$ cat src/rtl/prq_pkg.sv
`default_nettype none

package prq_pkg;

   localparam int MAX_THREADS = 32;
   localparam int ADDR_W = (MAX_THREADS > 1) ? $clog2(MAX_THREADS) : 1;
   localparam int LINK_W = $clog2(MAX_THREADS + 1);
   localparam logic [LINK_W-1:0] LINK_NULL = LINK_W'(MAX_THREADS);

   localparam int CMD_W = 3;
   localparam int ID_W = 5;
   localparam int PRIO_W = 8;
   localparam int STATUS_W = 2;
   localparam int FLAG_W = 3;

   localparam logic [CMD_W-1:0] CMD_INSERT = 3'd0;
   localparam logic [CMD_W-1:0] CMD_SCHEDULE = 3'd1;
   localparam logic [CMD_W-1:0] CMD_REMOVE = 3'd2;
   localparam logic [CMD_W-1:0] CMD_SET_FLAGS = 3'd3;
   localparam logic [CMD_W-1:0] CMD_YIELD = 3'd4;

   localparam logic [STATUS_W-1:0] STATUS_OK = 2'd0;
   localparam logic [STATUS_W-1:0] STATUS_EMPTY = 2'd1;
   localparam logic [STATUS_W-1:0] STATUS_NOT_FOUND = 2'd2;
   localparam logic [STATUS_W-1:0] STATUS_QUEUED = 2'd3;

   localparam logic [FLAG_W-1:0] FLG_QUEUED = 3'b001;
   localparam logic [FLAG_W-1:0] FLG_SUSP = 3'b010;
   localparam logic [FLAG_W-1:0] FLG_JOIN = 3'b100;

   typedef struct packed {
      logic [LINK_W-1:0] link;
      logic [FLAG_W-1:0] flags;
      logic [PRIO_W-1:0] prio;
   } entry_type;

   localparam entry_type RESET_ENTRY = '{link: LINK_NULL, flags: '0, prio: '0};

   typedef struct packed {
      logic en;
      logic [ADDR_W-1:0] addr;
      entry_type data;
   } mem_wr_type;

   typedef struct packed {
      logic [CMD_W-1:0] command;
      logic [ID_W-1:0] thread_id;
      logic [PRIO_W-1:0] priority_req;
      logic suspended;
      logic wait_join;
   } req_type;

   typedef struct packed {
      logic [STATUS_W-1:0] status;
      logic [ID_W-1:0] chosen_id;
      logic [PRIO_W-1:0] chosen_priority;
      logic chosen_valid;
      logic switch_hint;
   } result_type;

   typedef enum logic [3:0] {
      ST_IDLE,
      ST_INS_CHK,
      ST_INS_WALK,
      ST_INS_LINK,
      ST_INS_PREV,
      ST_SCH_FIND,
      ST_SCH_DROP,
      ST_REM_CHK,
      ST_REM_WALK,
      ST_REM_FIX,
      ST_FLG_WR,
      ST_YLD_HEAD,
      ST_YLD_CUR,
      ST_FINISH
   } state_type;

endpackage

`default_nettype wire

$ cat src/rtl/prq_ram.sv
`default_nettype none

module prq_ram (
   input  wire logic                        clock,
   input  wire logic                        reset,
   input  wire prq_pkg::mem_wr_type         wr,
   input  wire logic [prq_pkg::ADDR_W-1:0]  rd_addr,
   output prq_pkg::entry_type               rd_data
);

   prq_pkg::entry_type entry_mem [prq_pkg::MAX_THREADS];
   prq_pkg::entry_type rd_data_ff;
   logic [prq_pkg::MAX_THREADS-1:0] valid_ff;
   logic rd_valid_ff;

   always_ff @(posedge clock) begin
      if (wr.en) begin
         entry_mem[wr.addr] <= wr.data;
      end
      rd_data_ff <= entry_mem[rd_addr];
   end

   always_ff @(posedge clock) begin
      if (reset) begin
         valid_ff <= '0;
         rd_valid_ff <= 1'b0;
      end else begin
         if (wr.en) begin
            valid_ff[wr.addr] <= 1'b1;
         end
         rd_valid_ff <= valid_ff[rd_addr];
      end
   end

   assign rd_data = rd_valid_ff ? rd_data_ff : prq_pkg::RESET_ENTRY;

endmodule

`default_nettype wire

$ cat src/rtl/prq_ctrl.sv
`default_nettype none

module prq_ctrl (
   input  wire logic                        clock,
   input  wire logic                        reset,
   input  wire logic                        req_valid,
   input  wire prq_pkg::req_type            req,
   output logic                             req_ready,
   output logic                             res_valid,
   output prq_pkg::result_type              res,
   input  wire logic                        res_take,
   output logic [prq_pkg::ADDR_W-1:0]       rd_addr,
   input  wire prq_pkg::entry_type          rd_data,
   output prq_pkg::mem_wr_type              wr
);

   prq_pkg::state_type state_ff, state_in;
   prq_pkg::req_type req_ff, req_in;
   logic [prq_pkg::LINK_W-1:0] head_ff, head_in;
   logic [prq_pkg::ADDR_W-1:0] current_ff, current_in;
   logic [prq_pkg::LINK_W-1:0] cur_ff, cur_in;
   logic [prq_pkg::LINK_W-1:0] prev_ff, prev_in;
   logic [prq_pkg::LINK_W-1:0] pick_ff, pick_in;
   prq_pkg::entry_type ent_ff, ent_in;
   prq_pkg::entry_type prev_ent_ff, prev_ent_in;
   prq_pkg::result_type res_ff, res_in;

   logic [prq_pkg::LINK_W-1:0] id_link;
   logic [prq_pkg::ADDR_W-1:0] id_addr;

   function automatic logic in_range(input logic [prq_pkg::ID_W-1:0] id);
      return {{(16 - prq_pkg::ID_W){1'b0}}, id} < 16'(prq_pkg::MAX_THREADS);
   endfunction

   assign id_link = prq_pkg::LINK_W'(req_ff.thread_id);
   assign id_addr = prq_pkg::ADDR_W'(req_ff.thread_id);
   assign res = res_ff;

   always_ff @(posedge clock) begin
      if (reset) begin
         state_ff <= prq_pkg::ST_IDLE;
         head_ff <= prq_pkg::LINK_NULL;
         current_ff <= '0;
      end else begin
         state_ff <= state_in;
         head_ff <= head_in;
         current_ff <= current_in;
      end
   end

   always_ff @(posedge clock) begin
      req_ff <= req_in;
      cur_ff <= cur_in;
      prev_ff <= prev_in;
      pick_ff <= pick_in;
      ent_ff <= ent_in;
      prev_ent_ff <= prev_ent_in;
      res_ff <= res_in;
   end

   always_comb begin
      state_in = state_ff;
      req_in = req_ff;
      head_in = head_ff;
      current_in = current_ff;
      cur_in = cur_ff;
      prev_in = prev_ff;
      pick_in = pick_ff;
      ent_in = ent_ff;
      prev_ent_in = prev_ent_ff;
      res_in = res_ff;
      req_ready = 1'b0;
      res_valid = 1'b0;
      rd_addr = '0;
      wr = '0;

      unique case (state_ff)
         prq_pkg::ST_IDLE: begin
            req_ready = 1'b1;
            if (req_valid) begin
               req_in = req;
               res_in = '0;
               unique case (req.command)
                  prq_pkg::CMD_INSERT: begin
                     rd_addr = prq_pkg::ADDR_W'(req.thread_id);
                     if (!in_range(req.thread_id)) begin
                        res_in.status = prq_pkg::STATUS_NOT_FOUND;
                        state_in = prq_pkg::ST_FINISH;
                     end else begin
                        state_in = prq_pkg::ST_INS_CHK;
                     end
                  end
                  prq_pkg::CMD_REMOVE: begin
                     rd_addr = prq_pkg::ADDR_W'(req.thread_id);
                     if (!in_range(req.thread_id)) begin
                        res_in.status = prq_pkg::STATUS_NOT_FOUND;
                        state_in = prq_pkg::ST_FINISH;
                     end else begin
                        state_in = prq_pkg::ST_REM_CHK;
                     end
                  end
                  prq_pkg::CMD_SET_FLAGS: begin
                     rd_addr = prq_pkg::ADDR_W'(req.thread_id);
                     if (!in_range(req.thread_id)) begin
                        res_in.status = prq_pkg::STATUS_NOT_FOUND;
                        state_in = prq_pkg::ST_FINISH;
                     end else begin
                        state_in = prq_pkg::ST_FLG_WR;
                     end
                  end
                  prq_pkg::CMD_SCHEDULE: begin
                     rd_addr = prq_pkg::ADDR_W'(head_ff);
                     cur_in = head_ff;
                     if (head_ff == prq_pkg::LINK_NULL) begin
                        res_in.status = prq_pkg::STATUS_EMPTY;
                        state_in = prq_pkg::ST_FINISH;
                     end else begin
                        state_in = prq_pkg::ST_SCH_FIND;
                     end
                  end
                  prq_pkg::CMD_YIELD: begin
                     rd_addr = prq_pkg::ADDR_W'(head_ff);
                     if (head_ff == prq_pkg::LINK_NULL) begin
                        res_in.status = prq_pkg::STATUS_EMPTY;
                        state_in = prq_pkg::ST_FINISH;
                     end else begin
                        state_in = prq_pkg::ST_YLD_HEAD;
                     end
                  end
                  default: begin
                     state_in = prq_pkg::ST_FINISH;
                  end
               endcase
            end
         end

         prq_pkg::ST_INS_CHK: begin
            if ((rd_data.flags & prq_pkg::FLG_QUEUED) != '0) begin
               res_in.status = prq_pkg::STATUS_QUEUED;
               state_in = prq_pkg::ST_FINISH;
            end else begin
               ent_in = rd_data;
               prev_in = prq_pkg::LINK_NULL;
               cur_in = head_ff;
               rd_addr = prq_pkg::ADDR_W'(head_ff);
               state_in = (head_ff == prq_pkg::LINK_NULL) ? prq_pkg::ST_INS_LINK
                                                         : prq_pkg::ST_INS_WALK;
            end
         end

         prq_pkg::ST_INS_WALK: begin
            if ($signed(rd_data.prio) >= $signed(req_ff.priority_req)) begin
               prev_in = cur_ff;
               prev_ent_in = rd_data;
               cur_in = rd_data.link;
               rd_addr = prq_pkg::ADDR_W'(rd_data.link);
               if (rd_data.link == prq_pkg::LINK_NULL) begin
                  state_in = prq_pkg::ST_INS_LINK;
               end
            end else begin
               state_in = prq_pkg::ST_INS_LINK;
            end
         end

         prq_pkg::ST_INS_LINK: begin
            wr.en = 1'b1;
            wr.addr = id_addr;
            wr.data.link = cur_ff;
            wr.data.flags = ent_ff.flags | prq_pkg::FLG_QUEUED;
            wr.data.prio = req_ff.priority_req;
            if (prev_ff == prq_pkg::LINK_NULL) begin
               head_in = id_link;
               state_in = prq_pkg::ST_FINISH;
            end else begin
               state_in = prq_pkg::ST_INS_PREV;
            end
         end

         prq_pkg::ST_INS_PREV: begin
            wr.en = 1'b1;
            wr.addr = prq_pkg::ADDR_W'(prev_ff);
            wr.data.link = id_link;
            wr.data.flags = prev_ent_ff.flags;
            wr.data.prio = prev_ent_ff.prio;
            state_in = prq_pkg::ST_FINISH;
         end

         prq_pkg::ST_SCH_FIND: begin
            if ((rd_data.flags & (prq_pkg::FLG_SUSP | prq_pkg::FLG_JOIN)) == '0) begin
               pick_in = cur_ff;
               cur_in = head_ff;
               rd_addr = prq_pkg::ADDR_W'(head_ff);
               state_in = prq_pkg::ST_SCH_DROP;
            end else if (rd_data.link == prq_pkg::LINK_NULL) begin
               res_in.status = prq_pkg::STATUS_EMPTY;
               state_in = prq_pkg::ST_FINISH;
            end else begin
               cur_in = rd_data.link;
               rd_addr = prq_pkg::ADDR_W'(rd_data.link);
            end
         end

         prq_pkg::ST_SCH_DROP: begin
            wr.en = 1'b1;
            wr.addr = prq_pkg::ADDR_W'(cur_ff);
            wr.data.link = prq_pkg::LINK_NULL;
            wr.data.flags = rd_data.flags & ~prq_pkg::FLG_QUEUED;
            wr.data.prio = rd_data.prio;
            if (cur_ff == pick_ff) begin
               head_in = rd_data.link;
               current_in = prq_pkg::ADDR_W'(cur_ff);
               res_in.status = prq_pkg::STATUS_OK;
               res_in.chosen_id = prq_pkg::ID_W'(cur_ff);
               res_in.chosen_priority = rd_data.prio;
               res_in.chosen_valid = 1'b1;
               state_in = prq_pkg::ST_FINISH;
            end else begin
               cur_in = rd_data.link;
               rd_addr = prq_pkg::ADDR_W'(rd_data.link);
            end
         end

         prq_pkg::ST_REM_CHK: begin
            ent_in = rd_data;
            if ((rd_data.flags & prq_pkg::FLG_QUEUED) == '0) begin
               res_in.status = prq_pkg::STATUS_NOT_FOUND;
               state_in = prq_pkg::ST_FINISH;
            end else if (head_ff == id_link) begin
               head_in = rd_data.link;
               wr.en = 1'b1;
               wr.addr = id_addr;
               wr.data.link = prq_pkg::LINK_NULL;
               wr.data.flags = rd_data.flags & ~prq_pkg::FLG_QUEUED;
               wr.data.prio = rd_data.prio;
               state_in = prq_pkg::ST_FINISH;
            end else begin
               cur_in = head_ff;
               rd_addr = prq_pkg::ADDR_W'(head_ff);
               state_in = prq_pkg::ST_REM_WALK;
            end
         end

         prq_pkg::ST_REM_WALK: begin
            if (rd_data.link == id_link) begin
               wr.en = 1'b1;
               wr.addr = prq_pkg::ADDR_W'(cur_ff);
               wr.data.link = ent_ff.link;
               wr.data.flags = rd_data.flags;
               wr.data.prio = rd_data.prio;
               state_in = prq_pkg::ST_REM_FIX;
            end else if (rd_data.link == prq_pkg::LINK_NULL) begin
               res_in.status = prq_pkg::STATUS_NOT_FOUND;
               state_in = prq_pkg::ST_FINISH;
            end else begin
               cur_in = rd_data.link;
               rd_addr = prq_pkg::ADDR_W'(rd_data.link);
            end
         end

         prq_pkg::ST_REM_FIX: begin
            wr.en = 1'b1;
            wr.addr = id_addr;
            wr.data.link = prq_pkg::LINK_NULL;
            wr.data.flags = ent_ff.flags & ~prq_pkg::FLG_QUEUED;
            wr.data.prio = ent_ff.prio;
            state_in = prq_pkg::ST_FINISH;
         end

         prq_pkg::ST_FLG_WR: begin
            wr.en = 1'b1;
            wr.addr = id_addr;
            wr.data.link = rd_data.link;
            wr.data.flags = (rd_data.flags & prq_pkg::FLG_QUEUED)
                          | (req_ff.suspended ? prq_pkg::FLG_SUSP : '0)
                          | (req_ff.wait_join ? prq_pkg::FLG_JOIN : '0);
            wr.data.prio = rd_data.prio;
            state_in = prq_pkg::ST_FINISH;
         end

         prq_pkg::ST_YLD_HEAD: begin
            ent_in = rd_data;
            rd_addr = current_ff;
            state_in = prq_pkg::ST_YLD_CUR;
         end

         prq_pkg::ST_YLD_CUR: begin
            res_in.status = prq_pkg::STATUS_OK;
            res_in.chosen_id = prq_pkg::ID_W'(head_ff);
            res_in.chosen_priority = ent_ff.prio;
            res_in.chosen_valid = 1'b1;
            res_in.switch_hint = $signed(ent_ff.prio) >= $signed(rd_data.prio);
            state_in = prq_pkg::ST_FINISH;
         end

         prq_pkg::ST_FINISH: begin
            res_valid = 1'b1;
            if (res_take) begin
               state_in = prq_pkg::ST_IDLE;
            end
         end

         default: begin
            state_in = prq_pkg::ST_IDLE;
         end
      endcase
   end

endmodule

`default_nettype wire

$ cat src/rtl/priority_ready_queue_unit.sv
// Ready queue of thread ids held as one linked list, sorted by signed priority with the
// highest first and in arrival order among equal priorities. One command is in work at a
// time, and every command gives one result. The per-thread entries live in a memory with
// one read and one write port and a registered read, and the list walk follows
// one link per cycle through that read port. A schedule walks the skipped prefix
// of the list twice. Entry valid bits are cleared at reset, so the block takes
// commands as soon as reset is released. A finished result waits in the output
// register while the next command is accepted.
`default_nettype none

module priority_ready_queue_unit (
   input  wire logic        clock,
   input  wire logic        reset,
   input  wire logic        req_tvalid,
   output logic             req_tready,
   // thread_id[4:0], priority_req[12:5], suspended[13], wait_join[14], zero[15]
   input  wire logic [15:0] req_tdata,
   // command[2:0]
   input  wire logic [2:0]  req_tuser,
   output logic             rsp_tvalid,
   input  wire logic        rsp_tready,
   // status[1:0], chosen_id[6:2], chosen_priority[14:7], chosen_valid[15],
   // switch_hint[16], zero[23:17]
   output logic [23:0]      rsp_tdata
);

   prq_pkg::req_type req;
   prq_pkg::result_type ctrl_res;
   prq_pkg::result_type rsp_data_ff;
   logic rsp_valid_ff;
   logic ctrl_res_valid;
   logic res_take;
   logic [prq_pkg::ADDR_W-1:0] rd_addr;
   prq_pkg::entry_type rd_data;
   prq_pkg::mem_wr_type wr;

   assign req.command = req_tuser;
   assign req.thread_id = req_tdata[4:0];
   assign req.priority_req = req_tdata[12:5];
   assign req.suspended = req_tdata[13];
   assign req.wait_join = req_tdata[14];

   assign res_take = ctrl_res_valid && (!rsp_valid_ff || rsp_tready);

   prq_ctrl u_ctrl (
      .clock     (clock),
      .reset     (reset),
      .req_valid (req_tvalid),
      .req       (req),
      .req_ready (req_tready),
      .res_valid (ctrl_res_valid),
      .res       (ctrl_res),
      .res_take  (res_take),
      .rd_addr   (rd_addr),
      .rd_data   (rd_data),
      .wr        (wr)
   );

   prq_ram u_ram (
      .clock   (clock),
      .reset   (reset),
      .wr      (wr),
      .rd_addr (rd_addr),
      .rd_data (rd_data)
   );

   always_ff @(posedge clock) begin
      if (reset) begin
         rsp_valid_ff <= 1'b0;
      end else if (res_take) begin
         rsp_valid_ff <= 1'b1;
      end else if (rsp_tready) begin
         rsp_valid_ff <= 1'b0;
      end
   end

   always_ff @(posedge clock) begin
      if (res_take) begin
         rsp_data_ff <= ctrl_res;
      end
   end

   assign rsp_tvalid = rsp_valid_ff;
   assign rsp_tdata = {7'd0, rsp_data_ff.switch_hint, rsp_data_ff.chosen_valid,
                       rsp_data_ff.chosen_priority, rsp_data_ff.chosen_id,
                       rsp_data_ff.status};

endmodule

`default_nettype wire

$ cat config.mk
export PLATFORM = sky130hd
export DESIGN_NAME = priority_ready_queue_unit
export DESIGN_NICKNAME = d
export VERILOG_FILES = /design/src/rtl/prq_pkg.sv /design/src/rtl/prq_ram.sv /design/src/rtl/prq_ctrl.sv /design/src/rtl/priority_ready_queue_unit.sv
export SDC_FILE = /design/constraint.sdc
export NUM_CORES = 1
export LEC_CHECK = 0
export ABC_AREA = 1
export BUFFER_PORTS_ARGS = -buffer_cell sky130_fd_sc_hd__buf_2
export CAP_MARGIN = 40
export CORE_UTILIZATION = 45
export CTS_CLUSTER_SIZE = 14
export DETAILED_ROUTE_END_ITERATION = 8
export PLACE_DENSITY = 0.62
export SLEW_MARGIN = 20
export SYNTH_ARGS = -nofsm -noshare
export SYNTH_HDL_FRONTEND = slang
export SYNTH_SLANG_ARGS = --single-unit
$ cat constraint.sdc
create_clock -name clock -period 6.59 [get_ports clock]
set_input_delay 0.9885 -clock clock [delete_from_list [all_inputs] [get_ports clock]]
set_output_delay 0.9885 -clock clock [all_outputs]
set_load 0.01 [all_outputs]
==> results.json <==
{
  "run_status": "finished, final reports clean",
  "required_time_reported_for_the_critical_path_endpoint_ns": 7.09,
  "power_leakage_nw": 13.6,
  "clock_tree.buffer_depth": 3,
  "floorplan.core_area_um2": 67400,
  "grt_antenna_before_repair": 0,
  "drc": 0,
  "tightest_slew_margin_relative_to_the_limit": 0.351,
  "antenna_violating_nets_post_route": 0,
  "drt_first_pass_iters": 6,
  "routed_wire_length_um": 80300,
  "weighted_congestion_reported_at_the_end_of_routability_driven_placement": 0.873,
  "report.final.setup_viol": 0,
  "globalRouteTotalUtil": 0.233,
  "worst_hold_slack_ns": 0.416,
  "synth-seq-cells": 704,
  "fin_crit_sh": 0.665,
  "clkSinkCount": 704,
  "first_global_vias": 20000,
  "io_pins": 49,
  "cts.root.buffer_cell": "sky130_fd_sc_hd__clkbuf_16",
  "synth.lib_cells_used.distinct": 49,
  "first_iter_violations": 2012,
  "post_synth_main_area_contributors": "sky130_fd_sc_hd__edfxtp_1, sky130_fd_sc_hd__nand2_1, sky130_fd_sc_hd__nand3_1, sky130_fd_sc_hd__inv_1, sky130_fd_sc_hd__dfxtp_1",
  "cts_htree_levels": 3,
  "synth_area_leader_cell": "sky130_fd_sc_hd__edfxtp_1",
  "cts_buffers": 77,
  "grt_start_max_net_pins": 184,
  "final_layout_size_suffix_gt1_frac": 0.108,
  "insertion_delay_ns": 0.63,
  "synth_enable_flop_cells": 638,
  "synthesis.area_per_instance_um2": 10.6,
  "hpwl_dp_um": 49600,
  "vias_per_cell": 5.38,
  "overflow": 0,
  "setup-tns-final_ns": 0,
  "fmax_mhz": 228,
  "vias": 20900,
  "hold_path_class": "reg -> reg",
  "die_h_um": 263,
  "synthCells": 2887,
  "yosys.cell_count.top_type": "sky130_fd_sc_hd__nand2_1",
  "ctsResizeCount": 0,
  "area_growth_pct": 13.2,
  "final_max_slew_viol_count": 0,
  "critical_path.endpoint_type": "register",
  "diodes_inserted": 0,
  "grt_pass1_wl_um": 121000,
  "chipWidth_um": 263,
  "die_area_um2": 69300,
  "timing_hold_violations_final": 0,
  "post_cts_hold_buffer_count": 0,
  "yosysSeqAreaShare": 0.666,
  "powerDensity_nw_per_um2": 407,
  "avgRoutedWirePerCell_um": 20.6,
  "yosys_warnings": 0,
  "fin_util": 0.516,
  "synth.cell_area_um2": 30700,
  "path_clk_slew_ns": 0.06,
  "max_cap_viol_count": 0,
  "clock_tree_from_tritoncts": "done",
  "post-cts-setup-buffer-count": 0,
  "site_row_count": 95,
  "max_slew.worst_pin.slew_ns": 0.973,
  "placement.io_buffers": 40,
  "fin_area_um2": 34800,
  "cp-start-kind": "register",
  "peakVddDrop_mv": 0.196,
  "synthArstFlopShare": 0,
  "final_nets": 2993,
  "nFillCells": 5706,
  "postSynth.topFlopCell": "sky130_fd_sc_hd__edfxtp_1",
  "layout_min_cycle_time_ns": 4.38,
  "cp.arrival_ns": 4.88,
  "postPlaceCellArea_um2": 32200,
  "start_util": 0.456,
  "unrepaired_setup_endpoints_after_global_routing": "no",
  "post-synth-top-area-fraction": 0.623,
  "crit_fanout": 84,
  "netlist_top_cells_count": "sky130_fd_sc_hd__nand2_1, sky130_fd_sc_hd__edfxtp_1, sky130_fd_sc_hd__inv_1, sky130_fd_sc_hd__nand3_1, sky130_fd_sc_hd__nor2_1",
  "worst-setup-path-type": "reg -> reg",
  "worst_clock_skew_ns": 0.0246
}
==> layout by cell type, fill, tap and decap left out, types with 21 or more instances in the layout <==
cell type | Yosys | layout
sky130_fd_sc_hd__edfxtp_1 | 638 | 638
sky130_fd_sc_hd__clkbuf_16 | 0 | 78
sky130_fd_sc_hd__nand3_1 | 327 | 327
sky130_fd_sc_hd__nor2_2 | 5 | 21
sky130_fd_sc_hd__buf_4 | 16 | 59
sky130_fd_sc_hd__o211ai_1 | 130 | 130
sky130_fd_sc_hd__dfxtp_1 | 66 | 66
sky130_fd_sc_hd__a21oi_1 | 38 | 38
sky130_fd_sc_hd__buf_2 | 60 | 40
sky130_fd_sc_hd__inv_1 | 381 | 381
sky130_fd_sc_hd__nor2_1 | 167 | 151
sky130_fd_sc_hd__o21ai_0 | 42 | 38
sky130_fd_sc_hd__nand2_1 | 756 | 756
sky130_fd_sc_hd__o22ai_1 | 21 | 21
==> cells by family after synthesis <==
kind of cell	after synthesis	share of synthesized area
simple gates	1323	0.182
flops	704	0.666
buf+inv	538	0.0740
compound gates	299	0.0689
fa+ha+maj	15	0.00611
xor+xnor	7	0.00200
other cells	1	0.000122
==> metal layers <==
layer | part of all wire | GRT usage | vias up
met4 | 0.030 | 0.0844 | 0
met3 | 0.068 | 0.0361 | 143
met5 | 0 | 0 | -
met1 | 0.44 | 0.330 | 10100
li1 | - | - | 9939
met2 | 0.46 | 0.363 | 767
==> cell type report <==
cell class	count	area [µm²]	area share
clock buffers	97	2040	0.0587
well taps	873	1090	0.0314
flip-flops and latches	704	20500	0.589
inverters	400	1500	0.0432
clock inverters	44	509	0.0146
repair buffers	121	1030	0.0297
multi-input cells	1651	8130	0.234
==> path summary, 6_finish.rpt <==
check	startpoint	to	slack, ns	cells past startpoint
worst max register to register	u_ram.rd_valid_ff	u_ram.rd_data_ff[5]	2.21	19
worst min register to register	u_ctrl.res[15]	rsp_tdata[0]	0.42	0
worst min-delay path	u_ctrl.res[15]	rsp_tdata[0]	0.42	0
worst max-delay path	u_ram.rd_valid_ff	u_ram.rd_data_ff[5]	2.21	19
==> critical path: stages (launching register included) <==
cell,delay (ns)
sky130_fd_sc_hd__dfxtp_1,0.65
sky130_fd_sc_hd__nand2_1,0.28
sky130_fd_sc_hd__inv_1,0.17
sky130_fd_sc_hd__ha_1,0.29
sky130_fd_sc_hd__a21oi_1,0.18
sky130_fd_sc_hd__o21a_1,0.16
sky130_fd_sc_hd__nand3_1,0.09
sky130_fd_sc_hd__nand3_2,0.13
sky130_fd_sc_hd__nand2_2,0.10
sky130_fd_sc_hd__nand2_4,0.19
sky130_fd_sc_hd__nand2_4,0.22
sky130_fd_sc_hd__nand2_8,0.16
sky130_fd_sc_hd__buf_4,0.67
sky130_fd_sc_hd__nand2_1,0.10
sky130_fd_sc_hd__nand3_1,0.12
sky130_fd_sc_hd__nand3_1,0.17
sky130_fd_sc_hd__nand3_1,0.19
sky130_fd_sc_hd__nand2_1,0.17
sky130_fd_sc_hd__nand2_1,0.09
sky130_fd_sc_hd__nand2_1,0.06
==> through the flow <==
| step | instances | power (W) | setup WS (ns) |
|---|---|---|---|
| floorplan | 2893 | 0.00842 | 3.30 |
| global placement | 3736 | 0.00975 | 2.16 |
| detailed placement | 3747 | 0.00985 | 2.31 |
| CTS | 3888 | 0.0142 | 2.30 |
| global route | 3890 | 0.0148 | 1.89 |
| finish | 3890 | 0.0142 | 2.21 |
==> sequential cells by signal, indices dropped and copies added (netlist names), 6 cells and up <==
register / count
rsp_tdata: 17
u_ram.rd_data_ff: 17
u_ctrl.prev_ff: 6
u_ctrl.ent_ff: 16
u_ctrl.res: 17
u_ctrl.pick_ff: 6
u_ram.valid_ff: 32
u_ram.entry_mem: 544
u_ctrl.req_ff: 10
u_ctrl.head_ff: 6
u_ctrl.prev_ent_ff: 11
u_ctrl.cur_ff: 6
==> power breakdown <==
group	internal [W]	switching [W]	total, W
combinational	0.000993	0.00274	0.00373
sequential	0.00584	0.000246	0.00609
clock	0.00260	0.00174	0.00435
total	0.00944	0.00473	0.0142
No activity file was read; power rests on OpenSTA's default activity.
